===== src/sv/assert_macros.svh =====
// Assertion macros shared by the router RTL.
`ifndef ASSERT_MACROS_SVH
`define ASSERT_MACROS_SVH
`ifndef SYNTHESIS
`define ASSERT_AT(name, clk, rstn, prop) \
	name: assert property (@(posedge clk) disable iff (!rstn) prop) \
		else $error("assertion failed");
`define ASSERT_NEVER(name, clk, rstn, expr) \
	name: assert property (@(posedge clk) disable iff (!rstn) !(expr)) \
		else $error("forbidden condition seen");
`else
`define ASSERT_AT(name, clk, rstn, prop)
`define ASSERT_NEVER(name, clk, rstn, expr)
`endif
`endif


===== src/sv/selr_pkg.sv =====
// Shared constants, types and helpers of the spike event label router.
package selr_pkg;

	localparam int CHANNELS  = 8;
	localparam int LABELS    = 512;
	localparam int TIME_BITS = 15;

	localparam int CH_W    = 3;
	localparam int LABEL_W = 9;
	localparam int TS_W    = 15;
	localparam int MASK_W  = 64;

	localparam int TABLE_DEPTH = CHANNELS * LABELS;
	localparam int ADDR_W      = $clog2(TABLE_DEPTH);

	localparam logic [TS_W-1:0] TIME_MASK = TS_W'((1 << TIME_BITS) - 1);

	localparam logic [1:0] OP_CHIP_EVT = 2'd0;
	localparam logic [1:0] OP_HOST_EVT = 2'd1;
	localparam logic [1:0] OP_ROUTE_WR = 2'd2;

	localparam logic [1:0] ST_TO_HOST = 2'd0;
	localparam logic [1:0] ST_TO_CHIP = 2'd1;
	localparam logic [1:0] ST_REJECT  = 2'd2;
	localparam logic [1:0] ST_WRITE   = 2'd3;

	typedef struct packed {
		logic              en;
		logic [ADDR_W-1:0] addr;
		logic [TS_W-1:0]   data;
	} selr_wr_t;

	function automatic logic [ADDR_W-1:0] table_addr(input logic [CH_W-1:0] ch,
			input logic [LABEL_W-1:0] lab);
		return ADDR_W'(32'(ch) * LABELS + 32'(lab));
	endfunction

	function automatic logic in_table(input logic [CH_W-1:0] ch,
			input logic [LABEL_W-1:0] lab);
		return (32'(ch) < CHANNELS) && (32'(lab) < LABELS);
	endfunction

	// bit channel*8 + bus group of the direction mask
	function automatic logic [5:0] dir_index(input logic [CH_W-1:0] ch,
			input logic [LABEL_W-1:0] lab);
		return {ch, lab[LABEL_W-1:LABEL_W-3]};
	endfunction

endpackage


===== src/sv/selr_route.sv =====
// Route pipeline: table read, delay add, direction check, result register.
`include "assert_macros.svh"

module selr_route (
	input  logic                                  clk,
	input  logic                                  arst_n,
	input  logic                                  accept,
	input  logic [1:0]                            opcode,
	input  logic [selr_pkg::CH_W-1:0]             channel,
	input  logic [selr_pkg::LABEL_W-1:0]          label,
	input  logic [selr_pkg::TS_W-1:0]             timestamp,
	input  logic [selr_pkg::TS_W-1:0]             delay_value,
	input  logic [selr_pkg::MASK_W-1:0]           direction_mask,
	output logic                                  rd_en,
	output logic [selr_pkg::ADDR_W-1:0]           rd_addr,
	input  logic [selr_pkg::TS_W-1:0]             rd_data,
	output selr_pkg::selr_wr_t                    wr_req,
	output logic                                  done,
	output logic [1:0]                            status,
	output logic [selr_pkg::CH_W-1:0]             out_channel,
	output logic [selr_pkg::LABEL_W-1:0]          out_label,
	output logic [selr_pkg::TS_W-1:0]             out_time
);

	logic                            vld_s1;
	logic [1:0]                      op_s1;
	logic [selr_pkg::CH_W-1:0]       ch_s1;
	logic [selr_pkg::LABEL_W-1:0]    lab_s1;
	logic [selr_pkg::TS_W-1:0]       ts_s1;
	logic [selr_pkg::TS_W-1:0]       dv_s1;
	logic [selr_pkg::ADDR_W-1:0]     addr_s1;
	logic                            inrange_s1;
	logic                            fwd_s1;
	logic [selr_pkg::TS_W-1:0]       fwd_data_s1;

	logic                            done_q;
	logic [1:0]                      status_q;
	logic [selr_pkg::CH_W-1:0]       ch_q;
	logic [selr_pkg::LABEL_W-1:0]    lab_q;
	logic [selr_pkg::TS_W-1:0]       time_q;

	logic [selr_pkg::TS_W-1:0]       delay;
	logic                            dir_bit;
	logic [1:0]                      status_d;
	logic [selr_pkg::TS_W-1:0]       time_d;

	assign rd_en   = accept;
	assign rd_addr = selr_pkg::table_addr(channel, label);

	always_ff @(posedge clk or negedge arst_n) begin
		if (!arst_n) begin
			vld_s1 <= 1'b0;
		end else begin
			vld_s1 <= accept;
		end
	end

	always_ff @(posedge clk) begin
		if (accept) begin
			op_s1       <= opcode;
			ch_s1       <= channel;
			lab_s1      <= label;
			ts_s1       <= timestamp;
			dv_s1       <= delay_value;
			addr_s1     <= rd_addr;
			inrange_s1  <= selr_pkg::in_table(channel, label);
			// the RAM returns stale data when the beat ahead writes the same entry
			fwd_s1      <= wr_req.en && (wr_req.addr == rd_addr);
			fwd_data_s1 <= wr_req.data;
		end
	end

	assign delay   = fwd_s1 ? fwd_data_s1 : rd_data;
	assign dir_bit = direction_mask[selr_pkg::dir_index(ch_s1, lab_s1)];

	assign wr_req.en   = vld_s1 && (op_s1 == selr_pkg::OP_ROUTE_WR) && inrange_s1;
	assign wr_req.addr = addr_s1;
	assign wr_req.data = dv_s1;

	always_comb begin
		status_d = selr_pkg::ST_REJECT;
		time_d   = '0;
		case (op_s1)
			selr_pkg::OP_CHIP_EVT: begin
				if (inrange_s1 && !dir_bit) begin
					status_d = selr_pkg::ST_TO_HOST;
					time_d   = (ts_s1 + delay) & selr_pkg::TIME_MASK;
				end
			end
			selr_pkg::OP_HOST_EVT: begin
				if (inrange_s1 && dir_bit) begin
					status_d = selr_pkg::ST_TO_CHIP;
					time_d   = ts_s1 & selr_pkg::TIME_MASK;
				end
			end
			selr_pkg::OP_ROUTE_WR: begin
				status_d = selr_pkg::ST_WRITE;
			end
			default: begin
				status_d = selr_pkg::ST_REJECT;
			end
		endcase
	end

	always_ff @(posedge clk or negedge arst_n) begin
		if (!arst_n) begin
			done_q <= 1'b0;
		end else begin
			done_q <= vld_s1;
		end
	end

	always_ff @(posedge clk) begin
		if (vld_s1) begin
			status_q <= status_d;
			ch_q     <= ch_s1;
			lab_q    <= lab_s1;
			time_q   <= time_d;
		end
	end

	assign done        = done_q;
	assign status      = status_q;
	assign out_channel = ch_q;
	assign out_label   = lab_q;
	assign out_time    = time_q;

	`ASSERT_AT(a_done_follows_s1, clk, arst_n, vld_s1 |=> done_q)
	`ASSERT_AT(a_no_spurious_done, clk, arst_n, !vld_s1 |=> !done_q)
	`ASSERT_AT(a_fwd_needs_write, clk, arst_n, $rose(vld_s1) && fwd_s1 |-> $past(wr_req.en))
	`ASSERT_NEVER(a_reject_time_zero, clk, arst_n,
		done_q && (status_q == selr_pkg::ST_REJECT) && (time_q != '0))

endmodule


===== config.mk =====
export PLATFORM = sky130hd
export DESIGN_NAME = selr_route
export DESIGN_NICKNAME = d
export VERILOG_FILES = /design/src/sv/selr_pkg.sv /design/src/sv/selr_route.sv
export VERILOG_INCLUDE_DIRS = /design/src /design/src/sv
export SDC_FILE = /design/constraint.sdc
export NUM_CORES = 1
export LEC_CHECK = 0
export BUFFER_PORTS_ARGS = -buffer_cell sky130_fd_sc_hd__buf_2
export CORE_ASPECT_RATIO = 0.6
export CORE_MARGIN = 2
export CORE_UTILIZATION = 44
export CTS_CLUSTER_DIAMETER = 50
export DETAILED_ROUTE_END_ITERATION = 10
export PLACE_DENSITY = 0.75
export SLEW_MARGIN = 20
export SYNTH_ARGS = -nofsm -noshare
export SYNTH_HDL_FRONTEND = slang
export SYNTH_SLANG_ARGS = --single-unit

===== constraint.sdc =====
create_clock -name clk -period 3.3 [get_ports clk]
set_input_delay 0.825 -clock clk [delete_from_list [all_inputs] [get_ports clk]]
set_output_delay 0.825 -clock clk [all_outputs]
set_load 0.05 [all_outputs]

Yosys cells after proc, flatten, opt, wreduce, memory -nomap -nowiden
Index checks and enable logic that the tools add are counted.
{"block": "word_totals", "inputBits": 126, "regBits": 103, "wordCells": 32, "out_inout_bits": 71}
{"block": "op_classes", "order_cmp": 1, "eq_ne": 3, "muxes": 9, "n_reduce_logical": 3, "addsub": 2}
{"op": "$mux 15", "n": 3}
{"op": "$pmux 15 s2", "n": 1}
{"op": "$add 15x15->15", "n": 1}
{"op": "$add 12x9->12", "n": 1}
{"op": "$eq 12x12->1", "n": 1}
{"op": "$lt 6x7->1 const B", "n": 1}
{"op": "$bmux 1 s6", "n": 1}
{"op": "$pmux 2 s3", "n": 1}
{"op": "$mux 2", "n": 2}
{"op": "$eq 2x1->1 const B", "n": 1}
{"op": "$eq 2x2->1 const B", "n": 1}
{"op": "$logic_and 1x1->1", "n": 2}
{"op": "$logic_not 2->1", "n": 1}
{"op": "$mux 1", "n": 1}

Logic depth before layout (Yosys ltp)
Gate-level depths: netlist of the first run.
{"block": "depth", "word_depth": 4, "depth_mapped": 12, "depth_no_buf": 10}

Worst setup path after synthesis of the first run
Ideal clock, no wire load.
{"block": "synth_path", "path_kind": "flip-flop to flip-flop", "start": "register fwd_s1", "end": "register time_q (netlist bit out_time[10]), data pin", "required_ps": 3045, "path_stages_with_launch": 12, "path_buffers": 2, "synth_period_minus_slack_ps": 3432, "arrival_time_ps": 3177, "slack_ps": -132, "path_cell_list": "edfxtp_1 > clkbuf_1 > buf_1 > mux2_2 > ha_1 > fa_1 > a211oi_1 > o21ai_0 > a311oi_1 > xor2_1 > nor3_1 > o21ba_2"}
{"block": "synth_via", "elab_chain_len": 4}
{"element": "start: declaration", "line": "selr_route.sv:33", "source": "logic fwd_s1;"}
{"element": "start signal: assignment", "line": "selr_route.sv:68", "source": "fwd_s1 <= wr_req.en && (wr_req.addr == rd_addr);"}
{"element": "$mux 15", "line": "selr_route.sv:73", "source": "assign delay = fwd_s1 ? fwd_data_s1 : rd_data;"}
{"element": "$add 15x15->15", "line": "selr_route.sv:87", "source": "time_d = (ts_s1 + delay) & selr_pkg::TIME_MASK;"}
{"element": "$mux 15", "line": "selr_route.sv:85", "source": "if (inrange_s1 && !dir_bit) begin"}
{"element": "$pmux 15 s2", "line": "selr_route.sv:83", "source": "case (op_s1)"}
{"element": "named net time_d (one bit)", "line": "selr_route.sv:45", "source": "logic [selr_pkg::TS_W-1:0] time_d;"}
{"element": "end signal: assignment", "line": "selr_route.sv:118", "source": "time_q <= time_d;"}
{"element": "end: declaration", "line": "selr_route.sv:40", "source": "logic [selr_pkg::TS_W-1:0] time_q;"}
The timed path passes the listed nets, and every way through them passes these cells.
A chain may end at the register's enable or synchronous reset.

Worst setup path after layout of the first run
{"block": "layout_path", "start": "register fwd_s1", "end": "register time_q (netlist bit out_time[14]), data pin"}
The elaborated chain is that of the path after synthesis.

==> impl_results.rst, run 1 <==
.. list-table::
   :header-rows: 1

   * - Metric
     - Value
   * - Gr usage total
     - 19.37%
   * - Post-place instance area
     - roughly 0.0058 mm²
   * - Area growth from synthesis to final layout
     - 29.10%
   * - Clock latency reported for the late side of the worst-skew pair
     - 0.34 ns
   * - Wire length per cell
     - 16.94 µm
   * - Yosys reg bits
     - 91
   * - Worst clock skew on the final layout
     - 0.005901 ns
   * - DR iter-0 viols
     - 244
   * - Grt total ovfl
     - 0
   * - Worst setup path start
     - fwd_s1
   * - Required time at the endpoint of the critical path
     - 3.36 ns
   * - Yosys warning total
     - 0
   * - Clock tree from TritonCTS
     - yes
   * - Total power
     - 3.328 mW
   * - Fraction of the yosys area taken by sequential cells
     - 57.57%
   * - Dominant register cell in the synthesized netlist
     - edfxtp_1
   * - Post-CTS setup repair buffer count
     - 0
   * - Initial DRT Pass Iterations
     - 4
   * - Maximum clock insertion buffer count
     - 2
   * - Via count of the first global-routing pass
     - 3,314
   * - Worst path setup slack after routing
     - approximately 0.11 ns
   * - Synth unique cells
     - 48
   * - Data arrival time of the worst path
     - 3.26 ns
   * - Cell area after synthesis
     - 0.004730 mm²
   * - Slew Limit Headroom
     - 46.01%
   * - Core region area
     - 0.01052 mm²
   * - Fmax
     - 313.2 MHz
   * - Switch share
     - a little under a third
   * - Die H
     - 84.31 µm
   * - Async S/R FF share, synth
     - 2.198%
   * - Slew at the pin with the worst max-slew slack
     - 0.8098 ns
   * - Run status
     - completed
   * - Routed Wire Length
     - 11,320 µm
   * - Placer Congestion
     - 0.8464
   * - Number of vias per cell
     - approximately 5.3
   * - Post-Synthesis Cells
     - between 300 and 400
   * - Period utilization
     - 96.76%
   * - Global-route wire length before repair
     - 16,940 µm
   * - Number of maximum-capacitance violations
     - 0
   * - Power density over the cells
     - 545.1 mW/mm²
   * - Sequential cell fraction of total power
     - 43.2%
   * - Net count after synthesis
     - 473
   * - Internal power of the cells
     - between 2 and 2.5 mW
   * - # fillers
     - 908
   * - Number of I/O port buffers
     - 196
   * - Area share of the largest cell type after synthesis
     - between 50% and 60%
   * - Switching power
     - approximately 1.0 mW
   * - Number of enable flip-flop cells after synthesis
     - 89
   * - Share of the core filled with cells
     - 58.03%
   * - Detail Route Antenna Nets
     - 0
   * - Drt drc
     - 0
   * - CTS Hold Buffers Added
     - 0
   * - Vias after detailed routing
     - 3,518
   * - Number of nets in the layout
     - 665
   * - Largest fanout of any net on the critical path
     - 5
   * - Post-route standard cell area excluding fillers
     - ~0.006 mm²
   * - Die Width
     - around 140 µm
   * - Resized Gates After CTS
     - 0
   * - Final Hold Fails
     - 0
   * - Maximum number of pins on one net before global-route repair
     - 62
   * - Worst Path Class, Setup
     - reg2reg
   * - Number of antenna repair diodes
     - 0
   * - Part of the power in the clock network
     - 31.0%
   * - Cell type contributing the most total cell area after synthesis
     - edfxtp_1
   * - Number of cells after detailed placement
     - roughly 650
   * - Max Slew Vio Count
     - 0
   * - Share of total power in combinational logic
     - 25.8%
   * - Total Negative Setup Slacks
     - 0 ns
   * - Worst min-delay path class
     - in2async
   * - Initial antenna violation count
     - 0
   * - CTS clock-pin slew for the worst setup and hold paths
     - about 0.070 ns
   * - Worst vdd ir
     - 0.0002713 V
   * - Count of endpoints failing setup in the final report
     - 0
   * - Starting Density
     - roughly 45%
   * - Unrepaired setup endpoints after global routing
     - false
   * - Synth cell count leaders
     - 89 x edfxtp_1, 19 x a21oi_1, 17 x nand3_1, 17 x xnor2_1, 16 x nor3_1
   * - Post-route non-filler standard cell count
     - 668
   * - HPWL after detailed placement
     - 8479 µm
   * - Startpoint types
     - register
   * - Pre-CTS setup slack
     - -0.1077 ns
   * - Share of post-route cells with drive strength above 1
     - between 40% and 50%
   * - Overall die area
     - 0.01162 mm²
   * - Number of buffers inserted during clock tree synthesis
     - 9
   * - Clock Sinks
     - 91
   * - Most frequently used cell type in the post-synthesis netlist
     - edfxtp_1
   * - Avg Cell Area, Syn
     - 14.25 µm²
   * - Final critical-path required period
     - 3.193 ns
   * - Core Rows
     - 29
   * - Clock tree root buffer cell
     - clkbuf_16
   * - Largest cells by area after synthesis
     - edfxtp_1 57%, mux4_1 4.4%, ha_1 3.7%, mux2_2 3.6%, mux4_2 3.3%
   * - Slack of the worst reg-to-reg path
     - 0.11 ns
   * - Num ports
     - 197
   * - H-tree level count
     - 3
   * - Static power due to leakage
     - 2.583 nW
   * - Min Hold Slack
     - 0.2661 ns
   * - Startpoint of the lowest-slack register-to-register path
     - fwd_s1
   * - CP endpoint kind
     - register
==> worst paths after layout <==
kind,depth (start not counted),endpoint
worst max-delay path,11,out_time[14]
worst min-delay path,1,vld_s1
worst max register to register,11,out_time[14]
worst min register to register,0,fwd_data_s1[0]
max in group asynchronous,1,done
min in group clk,0,fwd_data_s1[0]
==> logic make-up (layout without fill, tap and decap cells) <==
kind of cell / count (synthesis) / after routing / synth area share [%]
DFF: 91 / 91 / 57.57
and+or+nand+nor: 76 / 76 / 8.413
AOI/OAI and AO/OA: 53 / 53 / 7.540
muxes: 42 / 42 / 13.89
buffers and inverters: 32 / 229 / 4.206
xor gates and xnor gates: 23 / 23 / 4.259
adders and majority gates: 15 / 15 / 4.127
==> registers in the layout (all words and copies together), names as in the netlist, 2 cells and up <==
register,count
ts_s1,15
lab_s1,8
out_label,9
out_channel,3
out_time,15
status,2
ch_s1,3
fwd_data_s1,15
op_s1,2
dv_s1,15
==> critical path, stage by stage (launching register included) <==
cell and delay, ns:
edfxtp_1 0.51, mux2_2 0.37, ha_1 0.22, fa_1 0.40, a211oi_1 0.32, o21ai_0 0.23, a311oi_2 0.28, buf_4 0.19
nor2_1 0.05, a21oi_1 0.12, a211o_1 0.16, a21oi_1 0.06
==> power groups by stage <==
stage          Combinational (mW)  Sequential [mW]  Clock [mW]
2_1_floorplan               0.395             1.68           0
3_3_place_gp                0.841             1.46           0
3_5_place_dp                0.854             1.46           0
4_1_cts                     0.858             1.44        1.06
5_1_grt                     0.919             1.45        1.11
6_report                    0.858             1.44        1.03
==> routing by layer <==
layer	up-vias	share of wire (%)	track usage, %	wire length, µm
met3	12	7.0	5.978	795
met4	0	1.3	5.102	143
met1	1693	48	28.23	5380
met5	-	0	0	0
li1	1685	-	-	-
met2	128	44	28.26	4998
==> layout by cell type (no fill, tap or decap), types with 2 or more instances in the layout <==
| cell | n |
|---|---|
| inv_1 | 3 |
| clkbuf_16 | 9 |
| xor2_1 | 6 |
| a211o_1 | 2 |
| nor2_1 | 12 |
| nand4_1 | 2 |
| nand2_1 | 8 |
| o21a_1 | 2 |
| o21ba_2 | 4 |
| mux4_1 | 8 |
| mux2i_1 | 12 |
| buf_2 | 196 |
| nor4_1 | 2 |
| buf_4 | 13 |
| o21ai_0 | 6 |
| dfrtp_1 | 2 |
| a211oi_1 | 6 |
| mux2_2 | 15 |
| nand3_1 | 17 |
| ha_1 | 14 |
| mux4_2 | 7 |
| nor3_1 | 16 |
| or3_1 | 7 |
| and3_1 | 5 |
| a21oi_1 | 19 |
| edfxtp_1 | 89 |
| xnor2_1 | 17 |
| inv_6 | 3 |
| a21o_1 | 4 |
| or4_1 | 2 |
| or3b_1 | 2 |
==> layout make-up <==
| class | count | area [µm²] | area share, % |
|---|---|---|---|
| clock buffer | 10 | 229.0 | 3.750 |
| clock inverter | 6 | 72.57 | 1.189 |
| inverter | 4 | 15.01 | 0.2459 |
| multi-input combinational | 209 | 1814 | 29.71 |
| sequential | 91 | 2723 | 44.59 |
| tap | 139 | 173.9 | 2.848 |
| timing repair buffer | 209 | 1079 | 17.66 |
Power figures use the tool's default switching activity.
==> run 2, diff against run 1 <==
- MAX_ROUTING_LAYER: unset -> met4
- SETUP_SLACK_MARGIN: unset -> 0.4
==> impl_results.rst, run 2 (synthesis gave the netlist of run 1 again) <==
.. list-table::
   :header-rows: 1

   * - Metric
     - Value
   * - Top library cells by usage in the layout, fill and taps aside
     - 196 x buf_2, 89 x edfxtp_1, 17 x nand3_1, 17 x a21oi_1, 17 x xnor2_1
   * - Met3 GRT Util
     - 6.039% (+0.060 points)
   * - Part of the power in the clock network
     - 29.8% (-1.2 points)
   * - Final Hold Fails
     - 0 (unchanged)
   * - Vias after detailed routing
     - 3,484 (-0.97%)
   * - Final critical-path required period
     - 2.914 ns (-0.2789 ns)
   * - Clock tree from TritonCTS
     - yes
   * - Starting Density
     - 44.95% (unchanged)
   * - Number of cells after detailed placement
     - 647 (-0.77%)
   * - Worst min-delay path class
     - in2async
   * - HPWL after detailed placement
     - 8525 µm (+0.54%)
   * - Share of post-route cells with drive strength above 1
     - 50.76% (+2.7 points)
   * - CTS clock-pin slew for the worst setup and hold paths
     - 0.06 ns (about the same)
   * - CTS Hold Buffers Added
     - 0 (unchanged)
   * - Number of I/O port buffers
     - 196 (unchanged)
   * - Maximum number of pins on one net before global-route repair
     - 62 (unchanged)
   * - Number of vias per cell
     - 5.216 (-0.97%)
   * - Die H
     - 84.31 µm (unchanged)
   * - Period utilization
     - 88.31% (-8.5 points)
   * - Initial DRT Pass Iterations
     - 5 (+1)
   * - Num ports
     - 197 (unchanged)
   * - Wire length per cell
     - 17.29 µm (+2.1%)
   * - Run status
     - completed
   * - Largest fanout of any net on the critical path
     - 6 (+1)
   * - Post-route non-filler standard cell count
     - 668 (unchanged)
   * - Unrepaired setup endpoints after global routing
     - true
   * - Sequential cell fraction of total power
     - 43.5% (+0.3 points)
   * - DR iter-0 viols
     - 198 (-19%)
   * - Power density over the cells
     - 535.4 mW/mm² (-1.8%)
   * - Number of nets in the layout
     - 665 (unchanged)
   * - Maximum clock insertion buffer count
     - 2 (unchanged)
   * - Number of maximum-capacitance violations
     - 0 (unchanged)
   * - Post-place instance area
     - 0.005796 mm² (-0.15%)
   * - Routed Wire Length
     - 11,550 µm (+2.1%)
   * - Grt total ovfl
     - 0 (unchanged)
   * - Post-route standard cell area excluding fillers
     - 0.006188 mm² (+1.4%)
   * - H-tree level count
     - 3 (unchanged)
   * - Drt drc
     - 0 (unchanged)
   * - Core Rows
     - 29 (unchanged)
   * - Clock tree root buffer cell
     - clkbuf_16
   * - Max Slew Vio Count
     - 0 (unchanged)
   * - Met1 track demand over resource in global routing
     - 29.91% (+1.7 points)
   * - Worst vdd ir
     - 0.0004554 V (+68%)
   * - Via count of the first global-routing pass
     - 3,463 (+4.5%)
   * - Die Width
     - 137.8 µm (unchanged)
   * - Area growth from synthesis to final layout
     - 30.85%
   * - Clock Sinks
     - 91 (unchanged)
   * - Worst clock skew on the final layout
     - 0.008066 ns (+0.002165 ns)
   * - Global-route wire length before repair
     - 17,790 µm (+5.0%)
   * - Switching power
     - 1.025 mW (-1.3%)
   * - Overall die area
     - 0.01162 mm² (unchanged)
   * - Detail Route Antenna Nets
     - 0 (unchanged)
   * - Core region area
     - 0.01052 mm² (unchanged)
   * - Internal power of the cells
     - 2.288 mW (about the same)
   * - Slew Limit Headroom
     - 47.20% (+1.2 points)
   * - Required time at the endpoint of the critical path
     - 3.40 ns (+0.04 ns)
   * - CP endpoint kind
     - register
   * - Share of total power in combinational logic
     - 26.7% (+0.9 points)
   * - Clock latency reported for the late side of the worst-skew pair
     - 0.34 ns (about the same)
   * - Most common cell after layout, fill and taps aside
     - buf_2
   * - Highest-utilization routing layer at the global route stage
     - met1
   * - Number of buffers inserted during clock tree synthesis
     - 9 (unchanged)
   * - Slew at the pin with the worst max-slew slack
     - 0.7921 ns (-0.01773 ns)
   * - Worst Path Class, Setup
     - reg2reg
   * - Share of the core filled with cells
     - 58.81% (+0.78 points)
   * - Static power due to leakage
     - 2.582 nW (about the same)
   * - Count of endpoints failing setup in the final report
     - 0 (unchanged)
   * - Switch share
     - 30.95% (-0.27 points)
   * - Global-route met2 utilization
     - 29.21% (+0.95 points)
   * - Placer Congestion
     - 0.8723 (+3.1%)
   * - Data arrival time of the worst path
     - 3.01 ns (-0.25 ns)
   * - Initial antenna violation count
     - 1 (+1)
   * - Fmax
     - 343.1 MHz (+9.6%)
   * - Startpoint types
     - register
   * - Gr usage total
     - 20.91% (+1.5 points)
[run 2: routing by layer]
metal | up-vias | share of wire (%)
met2 | 127 | 44
met1 | 1651 | 48
met5 | - | 0
met4 | 0 | 1.6
li1 | 1691 | -
met3 | 15 | 6.6
[run 2: worst paths after layout]
path,start,to,slack [ns],cells past startpoint
worst max-delay path,fwd_s1,out_time[10],0.39,11
worst min-delay path,arst_n,done,0.27,1
worst max register to register,fwd_s1,out_time[10],0.39,11
worst min register to register,dv_s1[12],fwd_data_s1[12],0.44,0
max in group asynchronous,arst_n,vld_s1,2.93,1
min in group clk,dv_s1[12],fwd_data_s1[12],0.44,0
[run 2: power by group through the flow]
stage | logic, mW | clock network, mW | registers, mW
after floorplan | 0.401 | 0 | 1.68
after global placement | 0.836 | 0 | 1.46
after detailed placement | 0.851 | 0 | 1.47
after CTS | 0.862 | 1.01 | 1.44
after global routing | 0.948 | 1.07 | 1.45
final | 0.885 | 0.987 | 1.44
[run 2: final cells by class]
class	instances	area, µm²
Timing Repair Buffer	209	1091
Inverter	4	15.01
Antenna cell	1	2.502
Clock buffer	11	232.7
Tap cell	139	173.9
Sequential cell	91	2723
Multi-Input combinational cell	209	1898
Clock inverter	4	52.55
Fill cell	916	4334
[run 2: worst max-delay path, stage by stage (launching register included)]
cell      delay (ns)
edfxtp_1        0.42
buf_12          0.16
mux2_4          0.30
ha_4            0.18
fa_2            0.40
a211oi_4        0.30
o21ai_2         0.11
a311oi_2        0.21
buf_4           0.18
xor2_1          0.14
nor3_1          0.06
o21ba_2         0.21
[run 2: per-stage QoR]
| step | power (mW) | setup TNS, ns | worst slack (ns) | hold WS [ns] |
|---|---|---|---|---|
| after floorplan | 2.080 | 0 | 0.2943 | 0.5294 |
| after global placement | 2.298 | -0.03587 | -0.01568 | 0.4267 |
| final | 3.313 | 0 | 0.3857 | 0.2669 |
| after detailed placement | 2.317 | -0.08497 | -0.04078 | 0.4297 |
| after global routing | 3.469 | 0 | 0.2989 | 0.2494 |
| after CTS | 3.316 | 0 | 0.4084 | 0.2545 |
[run 2: repair_timing]
action,in CTS,in global routing
buffers inserted,3,2
endpoints found under the hold margin,0,0
gates resized for setup,1,15
pin swaps,1,5
setup endpoints to repair,6,7
==> run 3, diff against run 2 <==
- GPL_TIMING_DRIVEN: unset -> 0
==> impl_results.rst, run 3 (synthesis gave the netlist of run 1 again) <==
.. list-table::
   :header-rows: 1

   * - Metric
     - Value
   * - Run status
     - completed
   * - CTS Hold Buffers Added
     - 0 (unchanged)
   * - Number of vias per cell
     - 5.343 (+2.4%)
   * - Overall die area
     - 0.01162 mm² (unchanged)
   * - Startpoint types
     - register
   * - Number of buffers inserted during clock tree synthesis
     - 9 (unchanged)
   * - Worst setup path start
     - fwd_s1
   * - Vias after detailed routing
     - 3,708 (+6.4%)
   * - Gr usage total
     - 22.23% (+1.3 points)
   * - Clock Sinks
     - 91 (unchanged)
   * - Largest fanout of any net on the critical path
     - 6 (unchanged)
   * - CTS clock-pin slew for the worst setup and hold paths
     - 0.07 ns (about the same)
   * - Maximum clock insertion buffer count
     - 2 (unchanged)
   * - Area growth from synthesis to final layout
     - 38.04%
   * - Final critical-path required period
     - 3.024 ns (+0.1094 ns)
   * - Number of antenna repair diodes
     - 0 (-1)
   * - Initial antenna violation count
     - 0 (-1)
   * - Wire length per cell
     - 18.27 µm (+5.7%)
   * - Data arrival time of the worst path
     - 3.22 ns (+0.21 ns)
   * - Share of post-route cells with drive strength above 1
     - 53.87% (+3.1 points)
   * - Post-place instance area
     - 0.005928 mm² (+2.3%)
   * - Die Width
     - 137.8 µm (unchanged)
   * - Slew at the pin with the worst max-slew slack
     - 0.8180 ns (+0.02589 ns)
   * - Placer Congestion
     - 0.8901 (+2.0%)
   * - Core region area
     - 0.01052 mm² (unchanged)
   * - Startpoint of the lowest-slack register-to-register path
     - fwd_s1
   * - Pre-CTS setup slack
     - -0.1428 ns (-0.1021 ns)
   * - Static power due to leakage
     - 2.732 nW (+5.8%)
   * - Number of maximum-capacitance violations
     - 0 (unchanged)
   * - Max Slew Vio Count
     - 0 (unchanged)
   * - Seq. cell area
     - 0.002724 mm² (about the same)
   * - Maximum number of pins on one net before global-route repair
     - 63 (+1.6%)
   * - # fillers
     - 891 (-2.7%)
   * - Total power
     - 3.524 mW (+6.4%)
   * - Unrepaired setup endpoints after global routing
     - true
   * - Final Hold Fails
     - 0 (unchanged)
   * - Share of the core filled with cells
     - 62.05% (+3.2 points)
   * - Die H
     - 84.31 µm (unchanged)
   * - Worst clock skew on the final layout
     - 0.008491 ns (+0.0004247 ns)
   * - Area taken by multi-input logic gates
     - 0.002009 mm² (+5.9%)
   * - Post-route standard cell area excluding fillers
     - 0.006529 mm² (+5.5%)
   * - H-tree level count
     - 3 (unchanged)
   * - Worst min-delay path class
     - in2async
   * - Grt total ovfl
     - 0 (unchanged)
   * - Routed Wire Length
     - 12,680 µm (+9.8%)
   * - Fmax
     - 330.7 MHz (-3.6%)
   * - Global-route wire length before repair
     - 19,020 µm (+6.9%)
   * - Worst Path Class, Setup
     - reg2reg
   * - Most common cell after layout, fill and taps aside
     - buf_2
   * - Reg-to-reg endpoint
     - out_time[12]
   * - Num ports
     - 197 (unchanged)
   * - Total Negative Setup Slacks
     - 0 ns (unchanged)
   * - FF-to-FF path depth
     - 12 (+1)
   * - Slack of the worst reg-to-reg path
     - 0.28 ns (-0.11 ns)
   * - Count of endpoints failing setup in the final report
     - 0 (unchanged)
   * - Detail Route Antenna Nets
     - 0 (unchanged)
   * - Worst path setup slack after routing
     - 0.2763 ns (-0.1094 ns)
   * - Period utilization
     - 91.63% (+3.3 points)
   * - CP endpoint kind
     - register
   * - Initial DRT Pass Iterations
     - 5 (unchanged)
   * - Number of cells after detailed placement
     - 667 (+3.1%)
   * - Post-route non-filler standard cell count
     - 694 (+3.9%)
   * - Clock latency reported for the late side of the worst-skew pair
     - 0.34 ns (about the same)
   * - Number of I/O port buffers
     - 196 (unchanged)
   * - Via count of the first global-routing pass
     - 3,672 (+6.0%)
   * - Top library cells by usage in the layout, fill and taps aside
     - 196 x buf_2, 89 x edfxtp_1, 28 x buf_4
   * - Min Hold Slack
     - 0.2565 ns (-0.01044 ns)
   * - Clock tree root buffer cell
     - clkbuf_16
   * - Worst vdd ir
     - 0.0002781 V (-39%)
   * - Power density over the cells
     - 539.8 mW/mm² (+0.82%)
   * - Starting Density
     - 44.95% (unchanged)
   * - DR iter-0 viols
     - 279 (+41%)
   * - Slew Limit Headroom
     - 45.47% (-1.7 points)
   * - Setup crit end
     - out_time[12]
   * - Required time at the endpoint of the critical path
     - 3.49 ns (+0.09 ns)
   * - Drt drc
     - 0 (unchanged)
   * - HPWL after detailed placement
     - 9162 µm (+7.5%)
   * - Number of nets in the layout
     - 691 (+3.9%)
   * - Clock tree from TritonCTS
     - yes
   * - Core Rows
     - 29 (unchanged)
==> run 3: final cells by class <==
type | instances | area share [%]
clock inverter | 7 | 1.514
clock buffer | 9 | 3.450
timing repair buffer | 207 | 16.33
multi-input combinational | 209 | 30.78
inverter | 4 | 0.2300
sequential | 91 | 41.72
tap | 139 | 2.664
buffer | 28 | 3.315
==> run 3: worst max-delay path, cell delays in order (launching register included) <==
cell,delay (ns)
edfxtp_1,0.39
clkbuf_8,0.16
buf_12,0.13
mux2_4,0.31
ha_4,0.17
fa_2,0.37
a211oi_4,0.29
o21ai_2,0.11
a311oi_2,0.20
buf_4,0.18
a21oi_1,0.08
a211o_1,0.32
a21oi_2,0.16
==> run 3: worst min-delay path by stage <==
| stage | startpoint | slack [ns] | cells after the start | to |
|---|---|---|---|---|
| 4_1_cts | arst_n | 0.25 | 1 | done |
| 5_1_grt | arst_n | 0.25 | 1 | done |
| 3_5_place_dp | dv_s1[9] | 0.43 | 0 | fwd_data_s1[9] |
| 6_report | arst_n | 0.26 | 1 | done |
| 3_3_place_gp | dv_s1[1] | 0.43 | 0 | fwd_data_s1[1] |
| 2_1_floorplan | arst_n | 0.53 | 0 | done |
==> run 3: timing repair <==
action / 4_1_cts / 5_1_grt
endpoints found under the setup margin: 11 / 15
gates resized for setup: 17 / 23
buffers inserted: 7 / 4
pin swaps: 10 / 10
==> run 3: metal layers <==
layer / GRT usage (%) / share of wire [%] / vias to the layer above / wire (µm)
li1: - / - / 1730 / -
met1: 32.90 / 49 / 1803 / 6182
met2: 31.50 / 44 / 154 / 5532
met3: 4.771 / 5.9 / 21 / 754
met4: 5.009 / 1.6 / 0 / 209
met5: - / 0 / - / 0
==> run 3: where the power goes <==
| group | switching [mW] | internal (mW) |
|---|---|---|
| clock network | 0.441 | 0.669 |
| registers | 0.0548 | 1.38 |
| logic | 0.609 | 0.367 |
| total | 1.10 | 2.42 |
